<file path="src/sv/pmi_pkg.sv">
// Shared constants and helpers for the planar motion integrator.
// No dependencies.
package pmi_pkg;

   localparam int FRAC_BITS = 16;
   localparam int PROD_SHIFT = 16;

   localparam int MUL_A_W = 34;
   localparam int MUL_B_W = 20;
   localparam int MUL_P_W = MUL_A_W + MUL_B_W;
   localparam int HW = 22;

   localparam logic signed [HW-1:0] ANG_TWO_PI   = 22'sd411775;
   localparam logic signed [HW-1:0] ANG_PI       = 22'sd205887;
   localparam logic signed [HW-1:0] ANG_HALF_PI  = 22'sd102944;
   localparam logic signed [HW-1:0] ANG_3HALF_PI = 22'sd308831;

   localparam logic signed [19:0] COEF_1 = 20'sd65497;
   localparam logic signed [19:0] COEF_2 = -20'sd32478;
   localparam logic signed [19:0] COEF_3 = 20'sd2411;

   localparam logic [3:0] REG_SPEED_LIMIT  = 4'd0;
   localparam logic [3:0] REG_ACCEL_LIMIT  = 4'd1;
   localparam logic [3:0] REG_SPIN_LIMIT   = 4'd2;
   localparam logic [3:0] REG_TURN_LIMIT   = 4'd3;
   localparam logic [3:0] REG_LINEAR_ACCEL = 4'd4;
   localparam logic [3:0] REG_TURN_RATE    = 4'd5;
   localparam logic [3:0] REG_SPIN_ACCEL   = 4'd6;
   localparam logic [3:0] REG_DAMPING      = 4'd7;

   localparam logic CMD_ADVANCE = 1'b0;
   localparam logic CMD_LOAD    = 1'b1;

   function automatic logic signed [31:0] sat32(input logic signed [39:0] v);
      if (v > 40'sd2147483647) return 32'sh7FFFFFFF;
      else if (v < -40'sd2147483648) return 32'sh80000000;
      else return v[31:0];
   endfunction

   function automatic logic signed [31:0] min32(input logic signed [31:0] a,
                                                input logic signed [31:0] b);
      return (a < b) ? a : b;
   endfunction

endpackage

</file>
<file path="src/sv/pmi_mul.sv">
// Shared signed multiplier with registered product.
// Depends on pmi_pkg.
module pmi_mul
   import pmi_pkg::*;
(
   input  logic                      clock,
   input  logic signed [MUL_A_W-1:0] op_a,
   input  logic signed [MUL_B_W-1:0] op_b,
   output logic signed [MUL_P_W-1:0] prod_ff
);

   logic signed [MUL_P_W-1:0] prod_in;

   assign prod_in = MUL_P_W'(op_a) * MUL_P_W'(op_b);

   always_ff @(posedge clock) begin
      prod_ff <= prod_in;
   end

endmodule

</file>
<file path="src/sv/pmi_isqrt.sv">
// Bit-pair iterative integer square root, one result bit per cycle.
// Depends on nothing.
module pmi_isqrt (
   input  logic        clock,
   input  logic        reset,
   input  logic        start,
   input  logic [32:0] value,
   output logic        done_ff,
   output logic [16:0] root
);

   logic        busy_ff;
   logic [32:0] v_ff;
   logic [33:0] res_ff;
   logic [32:0] bit_ff;
   logic [33:0] trial;

   assign trial = res_ff + {1'b0, bit_ff};
   assign root  = res_ff[16:0];

   always_ff @(posedge clock) begin
      if (reset) begin
         busy_ff <= 1'b0;
         done_ff <= 1'b0;
      end else begin
         done_ff <= 1'b0;
         if (start) begin
            busy_ff <= 1'b1;
            v_ff    <= value;
            res_ff  <= '0;
            bit_ff  <= 33'h1_0000_0000;
         end else if (busy_ff) begin
            if ({1'b0, v_ff} >= trial) begin
               v_ff   <= v_ff - trial[32:0];
               res_ff <= (res_ff >> 1) + {1'b0, bit_ff};
            end else begin
               res_ff <= res_ff >> 1;
            end
            bit_ff <= bit_ff >> 2;
            if (bit_ff[0]) begin
               busy_ff <= 1'b0;
               done_ff <= 1'b1;
            end
         end
      end
   end

endmodule

</file>
<file path="src/sv/planar_motion_integrator.sv">
// Planar motion integrator: sequencer, state and control registers.
// An advance item passes through the integrate states, the heading wrap state (repeated
// until the heading is in range), the trig states, the square root wait and a finish.
// A load item goes straight to the finish state. The next item is taken in the cycle
// after the result is registered; a stalled result holds the block. One item at a time.
// Synchronous reset clears the motion state to zero and the registers to their defaults.
module planar_motion_integrator
   import pmi_pkg::*;
(
   input  logic               clock,
   input  logic               reset,
   input  logic               req_valid,
   output logic               req_stall,
   input  logic               req_command,
   input  logic [15:0]        req_dt,
   input  logic signed [31:0] req_load_x,
   input  logic signed [31:0] req_load_y,
   input  logic signed [31:0] req_load_speed,
   input  logic [18:0]        req_load_heading,
   input  logic signed [31:0] req_load_body_angle,
   input  logic signed [31:0] req_load_spin,
   output logic               rsp_valid,
   input  logic               rsp_stall,
   output logic signed [31:0] rsp_out_x,
   output logic signed [31:0] rsp_out_y,
   output logic [18:0]        rsp_out_heading,
   output logic signed [31:0] rsp_out_body_angle,
   output logic signed [31:0] rsp_out_speed,
   output logic signed [31:0] rsp_out_spin,
   input  logic               csr_valid,
   output logic               csr_ready,
   input  logic [3:0]         csr_index,
   input  logic [31:0]        csr_wdata
);

   typedef enum logic [4:0] {
      ST_IDLE, ST_CAP, ST_SPIN, ST_SPEED, ST_HEAD, ST_DAMP, ST_BODY, ST_MOVE,
      ST_WRAP, ST_TRIG, ST_R2, ST_POLY, ST_COS, ST_REM, ST_X, ST_SQRT, ST_Y, ST_FIN
   } state_type;

   state_type state_ff, state_in;

   logic signed [31:0] speed_limit_ff, accel_limit_ff, spin_limit_ff;
   logic signed [19:0] turn_limit_ff, turn_rate_ff;
   logic signed [31:0] linear_accel_ff, spin_accel_ff;
   logic [15:0]        damping_ff;

   logic signed [31:0] x_ff, y_ff, speed_ff, body_ff, spin_ff;
   logic [18:0]        heading_ff;

   logic [15:0]           dt_ff;
   logic signed [HW-1:0]  h_ff;
   logic signed [31:0]    mv_ff;
   logic [17:0]           r2_ff;
   logic signed [18:0]    cs_ff;

   logic signed [MUL_A_W-1:0] op_a;
   logic signed [MUL_B_W-1:0] op_b;
   logic signed [MUL_P_W-1:0] prod;
   logic signed [37:0]        p_sh;

   logic                sq_start, sq_done;
   logic [32:0]         sq_value;
   logic [16:0]         sq_root;

   logic signed [HW-1:0] r_full;
   logic                 cos_neg, sin_neg;
   logic signed [17:0]   t_val;
   logic signed [18:0]   cvp, cv;
   logic signed [34:0]   rem;
   logic signed [18:0]   sn;
   logic                 req_take;

   assign csr_ready = 1'b1;
   assign req_stall = (state_ff != ST_IDLE);
   assign req_take  = req_valid && !req_stall;
   assign p_sh      = prod[MUL_P_W-1:PROD_SHIFT];

   assign cos_neg = (h_ff >= ANG_HALF_PI) && (h_ff < ANG_3HALF_PI);
   assign sin_neg = (h_ff >= ANG_PI);

   always_comb begin
      if (h_ff < ANG_HALF_PI)       r_full = h_ff;
      else if (h_ff < ANG_PI)       r_full = ANG_PI - h_ff;
      else if (h_ff < ANG_3HALF_PI) r_full = h_ff - ANG_PI;
      else                          r_full = ANG_TWO_PI - h_ff;
   end

   assign t_val = p_sh[17:0] + COEF_2[17:0];
   assign cvp   = p_sh[18:0] + COEF_1[18:0];
   assign cv    = cos_neg ? -cvp : cvp;
   assign rem   = (35'sd1 <<< 32) - prod[34:0];
   assign sq_value = (rem > 35'sd0) ? rem[32:0] : 33'd0;
   assign sq_start = (state_ff == ST_REM);
   assign sn    = sin_neg ? -$signed({2'b00, sq_root}) : $signed({2'b00, sq_root});

   always_comb begin
      op_a = '0;
      op_b = '0;
      unique case (state_ff)
         ST_CAP: begin
            op_a = MUL_A_W'(spin_accel_ff);
            op_b = MUL_B_W'({1'b0, dt_ff});
         end
         ST_SPIN: begin
            op_a = MUL_A_W'(linear_accel_ff);
            op_b = MUL_B_W'({1'b0, dt_ff});
         end
         ST_SPEED: begin
            op_a = MUL_A_W'(turn_rate_ff);
            op_b = MUL_B_W'({1'b0, dt_ff});
         end
         ST_HEAD: begin
            op_a = MUL_A_W'(speed_ff);
            op_b = MUL_B_W'({1'b0, 17'h10000 - {1'b0, damping_ff}});
         end
         ST_DAMP: begin
            op_a = MUL_A_W'(spin_ff);
            op_b = MUL_B_W'({1'b0, dt_ff});
         end
         ST_BODY: begin
            op_a = MUL_A_W'(speed_ff);
            op_b = MUL_B_W'({1'b0, dt_ff});
         end
         ST_TRIG: begin
            op_a = MUL_A_W'(r_full);
            op_b = r_full[MUL_B_W-1:0];
         end
         ST_R2: begin
            op_a = MUL_A_W'(COEF_3);
            op_b = MUL_B_W'({1'b0, p_sh[17:0]});
         end
         ST_POLY: begin
            op_a = MUL_A_W'({1'b0, r2_ff});
            op_b = MUL_B_W'(t_val);
         end
         ST_COS: begin
            op_a = MUL_A_W'(cv);
            op_b = MUL_B_W'(cv);
         end
         ST_REM: begin
            op_a = MUL_A_W'(mv_ff);
            op_b = MUL_B_W'(cs_ff);
         end
         ST_SQRT: begin
            op_a = MUL_A_W'(mv_ff);
            op_b = MUL_B_W'(sn);
         end
         default: begin
            op_a = '0;
            op_b = '0;
         end
      endcase
   end

   always_comb begin
      state_in = state_ff;
      unique case (state_ff)
         ST_IDLE:  if (req_take) state_in = (req_command == CMD_LOAD) ? ST_FIN : ST_CAP;
         ST_CAP:   state_in = ST_SPIN;
         ST_SPIN:  state_in = ST_SPEED;
         ST_SPEED: state_in = ST_HEAD;
         ST_HEAD:  state_in = ST_DAMP;
         ST_DAMP:  state_in = ST_BODY;
         ST_BODY:  state_in = ST_MOVE;
         ST_MOVE:  state_in = ST_WRAP;
         ST_WRAP:  if (h_ff >= 0 && h_ff <= ANG_TWO_PI) state_in = ST_TRIG;
         ST_TRIG:  state_in = ST_R2;
         ST_R2:    state_in = ST_POLY;
         ST_POLY:  state_in = ST_COS;
         ST_COS:   state_in = ST_REM;
         ST_REM:   state_in = ST_X;
         ST_X:     state_in = ST_SQRT;
         ST_SQRT:  if (sq_done) state_in = ST_Y;
         ST_Y:     state_in = ST_FIN;
         ST_FIN:   if (!rsp_valid || !rsp_stall) state_in = ST_IDLE;
         default:  state_in = ST_IDLE;
      endcase
   end

   always_ff @(posedge clock) begin
      if (reset) begin
         state_ff        <= ST_IDLE;
         rsp_valid       <= 1'b0;
         speed_limit_ff  <= 32'sh7FFFFFFF;
         accel_limit_ff  <= 32'sh7FFFFFFF;
         spin_limit_ff   <= 32'sh7FFFFFFF;
         turn_limit_ff   <= 20'sd411774;
         linear_accel_ff <= '0;
         turn_rate_ff    <= '0;
         spin_accel_ff   <= '0;
         damping_ff      <= '0;
         x_ff            <= '0;
         y_ff            <= '0;
         speed_ff        <= '0;
         heading_ff      <= '0;
         body_ff         <= '0;
         spin_ff         <= '0;
      end else begin
         state_ff <= state_in;
         if (rsp_valid && !rsp_stall && state_ff != ST_FIN) rsp_valid <= 1'b0;

         if (csr_valid && csr_ready) begin
            unique case (csr_index)
               REG_SPEED_LIMIT:  speed_limit_ff  <= csr_wdata;
               REG_ACCEL_LIMIT:  accel_limit_ff  <= csr_wdata;
               REG_SPIN_LIMIT:   spin_limit_ff   <= csr_wdata;
               REG_TURN_LIMIT:   turn_limit_ff   <= csr_wdata[19:0];
               REG_LINEAR_ACCEL: linear_accel_ff <= csr_wdata;
               REG_TURN_RATE:    turn_rate_ff    <= csr_wdata[19:0];
               REG_SPIN_ACCEL:   spin_accel_ff   <= csr_wdata;
               REG_DAMPING:      damping_ff      <= csr_wdata[15:0];
               default: ;
            endcase
         end

         unique case (state_ff)
            ST_IDLE: begin
               if (req_take) begin
                  dt_ff  <= req_dt;
                  if (req_command == CMD_LOAD) begin
                     x_ff       <= req_load_x;
                     y_ff       <= req_load_y;
                     speed_ff   <= req_load_speed;
                     heading_ff <= req_load_heading;
                     body_ff    <= req_load_body_angle;
                     spin_ff    <= req_load_spin;
                  end
               end
            end
            ST_CAP: begin
               if (turn_limit_ff < turn_rate_ff) turn_rate_ff <= turn_limit_ff;
               linear_accel_ff <= min32(accel_limit_ff, linear_accel_ff);
            end
            ST_SPIN: spin_ff <= min32(spin_limit_ff,
                                      sat32(40'(spin_ff) + 40'(p_sh)));
            ST_SPEED: speed_ff <= sat32(40'(speed_ff) + 40'(p_sh));
            ST_HEAD: h_ff <= $signed({3'b000, heading_ff}) + p_sh[HW-1:0];
            ST_DAMP: speed_ff <= min32(speed_limit_ff, p_sh[31:0]);
            ST_BODY: body_ff <= body_ff + p_sh[31:0];
            ST_MOVE: mv_ff <= p_sh[31:0];
            ST_WRAP: begin
               if (h_ff < 0) h_ff <= h_ff + ANG_TWO_PI;
               else if (h_ff > ANG_TWO_PI) h_ff <= h_ff - ANG_TWO_PI;
               else heading_ff <= h_ff[18:0];
            end
            ST_R2: r2_ff <= p_sh[17:0];
            ST_COS: cs_ff <= cv;
            ST_X: x_ff <= sat32(40'(x_ff) + 40'(p_sh));
            ST_Y: y_ff <= sat32(40'(y_ff) + 40'(p_sh));
            ST_FIN: begin
               if (!rsp_valid || !rsp_stall) begin
                  rsp_valid          <= 1'b1;
                  rsp_out_x          <= x_ff;
                  rsp_out_y          <= y_ff;
                  rsp_out_heading    <= heading_ff;
                  rsp_out_body_angle <= body_ff;
                  rsp_out_speed      <= speed_ff;
                  rsp_out_spin       <= spin_ff;
               end
            end
            default: ;
         endcase
      end
   end

   pmi_mul u_mul (
      .clock   (clock),
      .op_a    (op_a),
      .op_b    (op_b),
      .prod_ff (prod)
   );

   pmi_isqrt u_isqrt (
      .clock   (clock),
      .reset   (reset),
      .start   (sq_start),
      .value   (sq_value),
      .done_ff (sq_done),
      .root    (sq_root)
   );

endmodule

</file>
<file path="config.mk">
export PLATFORM = sky130hd
export DESIGN_NAME = planar_motion_integrator
export DESIGN_NICKNAME = d
export VERILOG_FILES = /design/src/sv/pmi_pkg.sv /design/src/sv/pmi_mul.sv /design/src/sv/pmi_isqrt.sv /design/src/sv/planar_motion_integrator.sv
export SDC_FILE = /design/constraint.sdc
export NUM_CORES = 2
export LEC_CHECK = 0
export BUFFER_PORTS_ARGS = -buffer_cell sky130_fd_sc_hd__buf_4
export CAP_MARGIN = 0
export CORE_MARGIN = 8
export CORE_UTILIZATION = 50
export DETAILED_ROUTE_END_ITERATION = 12
export PLACE_DENSITY = 0.67
export RECOVER_POWER = 50
export SYNTH_ARGS = -nofsm -noshare
export SYNTH_HDL_FRONTEND = slang
export SYNTH_SLANG_ARGS = --single-unit
</file>
<file path="constraint.sdc">
create_clock -name clock -period 19.7 [get_ports clock]
set_input_delay 3.94 -clock clock [delete_from_list [all_inputs] [get_ports clock]]
set_output_delay 3.94 -clock clock [all_outputs]
set_load 0.1 [all_outputs]
</file>
==> impl_summary.log <==
INFO  metric run_status = finished, violations left
INFO  metric violations = max-capacitance violations, max-slew violations
INFO  metric reg2reg_from = state_ff[3]
INFO  metric crit_type = reg2reg
INFO  metric arrival = 16060 ps
INFO  metric post_synth_and_or_nand_nor_area_fraction = 16.8%
INFO  metric largest_net_degree_at_the_start_of_global_routing = 220
INFO  metric synth.ff_latch_count = 827
INFO  metric tns = 0 ps
INFO  metric slowest_stage = sky130_fd_sc_hd__clkbuf_1
INFO  metric synth.net_count = 10200
INFO  metric cts_inserted_buffers = 94
INFO  metric timing_max_transition_violations_final = 1019
INFO  metric setup_repair_after_global_routing_missed_its_margin = no
INFO  metric antenna_violating_nets_post_route = 0
INFO  metric cpMostUsedCell = sky130_fd_sc_hd__fa_1
INFO  metric floorplan.die_area = 0.166 sq mm
INFO  metric clock_insertion_delay_worst_skew = 750 ps
INFO  metric vias_per_cell = 6.19
INFO  metric post_cts_hold_buffer_count = 0
INFO  metric hold_path_class = reg2reg
INFO  metric clock-sinks = 827
INFO  metric tightest_slew = 10460 ps
INFO  metric endpoint = u_mul.prod_ff[53]
INFO  metric share_of_synthesized_cell_area_in_full_adder_half_adder_and_majority_cells = 25.8%
INFO  metric post_dp_cell_area = 0.0820 sq mm
INFO  metric timing.final.setup_violations = 0
INFO  metric numPortBuffers = 417
INFO  metric postRouteWirelength = 285000 um
INFO  metric final_min_period_over_clock_period = 78.2%
INFO  metric timing.critical_path.from = state_ff[3]
INFO  metric max_cap_violations = 28
INFO  metric most_flop_heavy_register = u_mul.prod_ff
INFO  metric critPathRequiredTime = 20360 ps
INFO  metric synth.yosys.warnings = 0
INFO  metric clock_tree.root_cell = sky130_fd_sc_hd__clkbuf_16
INFO  metric seq_area_frac_synth = 26.4%
INFO  metric die_width = 407 um
INFO  metric cell_rows = 143
INFO  metric ys_async_sr_fraction = 0%
INFO  metric detailroute.via_count = 68500
INFO  metric reg2reg_setup_slack = 4300 ps
INFO  metric timing.rr.end = u_mul.prod_ff[53]
INFO  metric synthesis.area_per_instance = 8.75 sq um
INFO  metric fraction_of_final_layout_cells_with_drive_strength_greater_than_1 = 9.46%
INFO  metric synth_cells = 8752
INFO  metric layout.core_utilization = 56.0%
INFO  metric detailedRoute.firstIterationViolations = 7830
INFO  metric slew_headroom = -597%
INFO  metric clock_tree.buffer_depth = 3
INFO  metric floorplan.io_pins = 419
INFO  metric nNetsFinal = 10400
INFO  metric end_kind = flip-flop
INFO  metric postCtsSetupRepairBufs = 0
INFO  metric drc = 0
INFO  metric grt_util_all_layers = 33.0%
INFO  metric gr-total-overflow = 0
INFO  metric sort_of_element_at_the_start_of_the_critical_path = flip-flop
INFO  metric final_hold_violation_count = 0
INFO  metric max_stage_delay = 2790 ps
INFO  metric cts_tree = built
INFO  metric drt_pre_antenna_iters = 9
INFO  metric minimum_clock_period_after_layout = 15400 ps
INFO  metric postCtsResizedCells = 0
INFO  metric finish.instance_area = 0.0851 sq mm
INFO  metric grt_first_pass_wirelength = 424000 um
INFO  metric clock_skew = 67.8 ps
INFO  metric clock.fmax = 64.9 MHz
INFO  metric layout.cells.most_common = sky130_fd_sc_hd__nand2_1
INFO  metric detailed_place_hpwl = 214000 um
INFO  metric initial_antenna_violation_count = 20
INFO  metric core_region_area = 0.152 sq mm
INFO  metric ir_worst_vdd = 131 uV
INFO  metric crit_path_max_fo = 76
INFO  metric synth_top_family_by_area = adder cells
INFO  metric whs = 435 ps
INFO  metric synthDominantAreaCellType = sky130_fd_sc_hd__fa_1
INFO  metric number_of_flops_mapped_to_enable_cells_by_yosys = 370
INFO  metric final_cell_mix = sky130_fd_sc_hd__nand2_1 (1131), sky130_fd_sc_hd__inv_1 (928), sky130_fd_sc_hd__fa_1 (655), sky130_fd_sc_hd__nor2_1 (649), sky130_fd_sc_hd__a21oi_1 (566)
INFO  metric synth-xor-area-share = 4.89%
INFO  metric number_of_global_route_vias_before_repair = 67000
INFO  metric synth_compound_gate_area_share = 17.7%
INFO  metric power_density = 116 mW/mm^2
INFO  metric rr_worst_depth = 31
INFO  metric largest_registers = u_mul.prod_ff: 54 flops, u_isqrt.res_ff: 34 flops, u_isqrt.v_ff: 33 flops
INFO  metric clock_transition_at_path_regs = 60 ps
INFO  metric layout-area-overhead-vs-synth = 11.1%
INFO  metric post_drt_wl_per_cell = 25.8 um
INFO  metric yosys-mux-area-fraction = 1.39%
INFO  metric power_leakage = 0.0382 uW
INFO  metric mappedNetlistArea = 0.0766 sq mm
INFO  metric start_util = 50.4%
INFO  metric totalPowerFinal = 9860 uW
INFO  metric synth-main-ff-cell = sky130_fd_sc_hd__dfxtp_1
INFO  metric holdPathStages = 0
INFO  metric ctsHtreeMaxLevel = 3
INFO  metric synthDominantCellAreaShare = 17.1%
INFO  metric netlist_top_cells_area = sky130_fd_sc_hd__fa_1 (17%), sky130_fd_sc_hd__edfxtp_1 (15%), sky130_fd_sc_hd__dfxtp_1 (12%)
INFO  metric largest_reg_flops = 54
INFO  metric netlist-cell-type-count = 97
INFO  metric gp_congestion = 1.01
INFO  metric floorplan.die.height = 407 um
[cells in the mapped netlist, types with 25 or more instances]
| library cell | number |
|---|---|
| sky130_fd_sc_hd__ha_1 | 532 |
| sky130_fd_sc_hd__a311oi_1 | 86 |
| sky130_fd_sc_hd__a222oi_1 | 36 |
| sky130_fd_sc_hd__edfxtp_1 | 370 |
| sky130_fd_sc_hd__nand2_1 | 1134 |
| sky130_fd_sc_hd__nand4_1 | 55 |
| sky130_fd_sc_hd__a22oi_1 | 53 |
| sky130_fd_sc_hd__nor4_1 | 52 |
| sky130_fd_sc_hd__dfxtp_1 | 457 |
| sky130_fd_sc_hd__a221oi_1 | 37 |
| sky130_fd_sc_hd__clkbuf_1 | 403 |
| sky130_fd_sc_hd__o22ai_1 | 37 |
| sky130_fd_sc_hd__or3_1 | 65 |
| sky130_fd_sc_hd__o21bai_1 | 51 |
| sky130_fd_sc_hd__o31ai_1 | 34 |
| sky130_fd_sc_hd__mux2i_1 | 97 |
| sky130_fd_sc_hd__a21oi_1 | 567 |
| sky130_fd_sc_hd__o211ai_1 | 41 |
| sky130_fd_sc_hd__fa_1 | 655 |
| sky130_fd_sc_hd__or2_2 | 41 |
| sky130_fd_sc_hd__nand3b_1 | 106 |
| sky130_fd_sc_hd__a21o_1 | 214 |
| sky130_fd_sc_hd__inv_1 | 929 |
| sky130_fd_sc_hd__a211oi_1 | 129 |
| sky130_fd_sc_hd__a211o_1 | 35 |
| sky130_fd_sc_hd__buf_1 | 26 |
| sky130_fd_sc_hd__xor2_1 | 129 |
| sky130_fd_sc_hd__and3_1 | 52 |
| sky130_fd_sc_hd__o21ai_0 | 349 |
| sky130_fd_sc_hd__nor3_1 | 110 |
| sky130_fd_sc_hd__buf_2 | 38 |
| sky130_fd_sc_hd__nor2_1 | 664 |
| sky130_fd_sc_hd__nand2b_1 | 77 |
| sky130_fd_sc_hd__xnor2_1 | 299 |
| sky130_fd_sc_hd__o211a_1 | 25 |
| sky130_fd_sc_hd__nand3_1 | 137 |
| sky130_fd_sc_hd__a31oi_1 | 68 |
| sky130_fd_sc_hd__o21a_1 | 35 |
| sky130_fd_sc_hd__nor2b_1 | 128 |
| sky130_fd_sc_hd__and2_1 | 91 |
[metal layers]
layer | share of wire [%] | wire length (um) | track usage [%] | up-vias
met1 | 39 | 111000 | 42.9 | 33500
li1 | - | - | - | 30500
met3 | 10 | 29300 | 7.02 | 846
met2 | 45 | 128000 | 51.7 | 3614
met4 | 6.1 | 17500 | 17.2 | 2
met5 | 0.0046 | 13 | 0 | -
[kinds of logic (layout without fill, tap and decap cells)]
| family | count (synthesis) | in the layout |
|---|---|---|
| muxes | 105 | 105 |
| adders and majority gates | 1187 | 1187 |
| xor gates and xnor gates | 428 | 428 |
| AOI/OAI and AO/OA | 2018 | 2018 |
| DFF | 827 | 827 |
| and+or+nand+nor | 2779 | 2779 |
| buffers and inverters | 1407 | 1686 |
| other | 1 | 11 |
[final cells by class]
cell class | instances | area, sq um
Clock buffer | 121 | 2630
Antenna cell | 10 | 25.0
Timing Repair Buffer | 576 | 4170
Inverter | 932 | 3500
Multi-Input combinational cell | 6518 | 51300
Tap cell | 2030 | 2540
Clock inverter | 57 | 678
Sequential cell | 827 | 20300
Fill cell | 13900 | 67000
[worst max-delay path, delay by kind of cell (launching register included)]
family / cells / cell delay (ps)
adders and majority gates: 8 / 3630
buffers and inverters: 6 / 3960
and+or+nand+nor: 7 / 1630
AOI/OAI and AO/OA: 10 / 5290
DFF: 1 / 760
[how the worst min path moves through the flow]
stage                            from                     end  slack, ps
floorplan                 body_ff[31]  rsp_out_body_angle[31]        420
global placement    spin_accel_ff[21]       spin_accel_ff[21]        440
detailed placement  spin_accel_ff[25]       spin_accel_ff[25]        450
CTS                    heading_ff[10]     rsp_out_heading[10]        430
global route           heading_ff[10]     rsp_out_heading[10]        470
finish                 heading_ff[10]     rsp_out_heading[10]        440
[report_power, final]
group          internal (uW)  switching [uW]
logic                   1840            3620
registers               2100             413
clock network           1070             812
[through the flow]
stage,setup WS (ps),cells
floorplan,1220,8752
global placement,6840,10900
detailed placement,6590,10900
CTS,6520,11100
global route,3680,11100
finish,4300,11100
(Power assumes the default switching activity.)
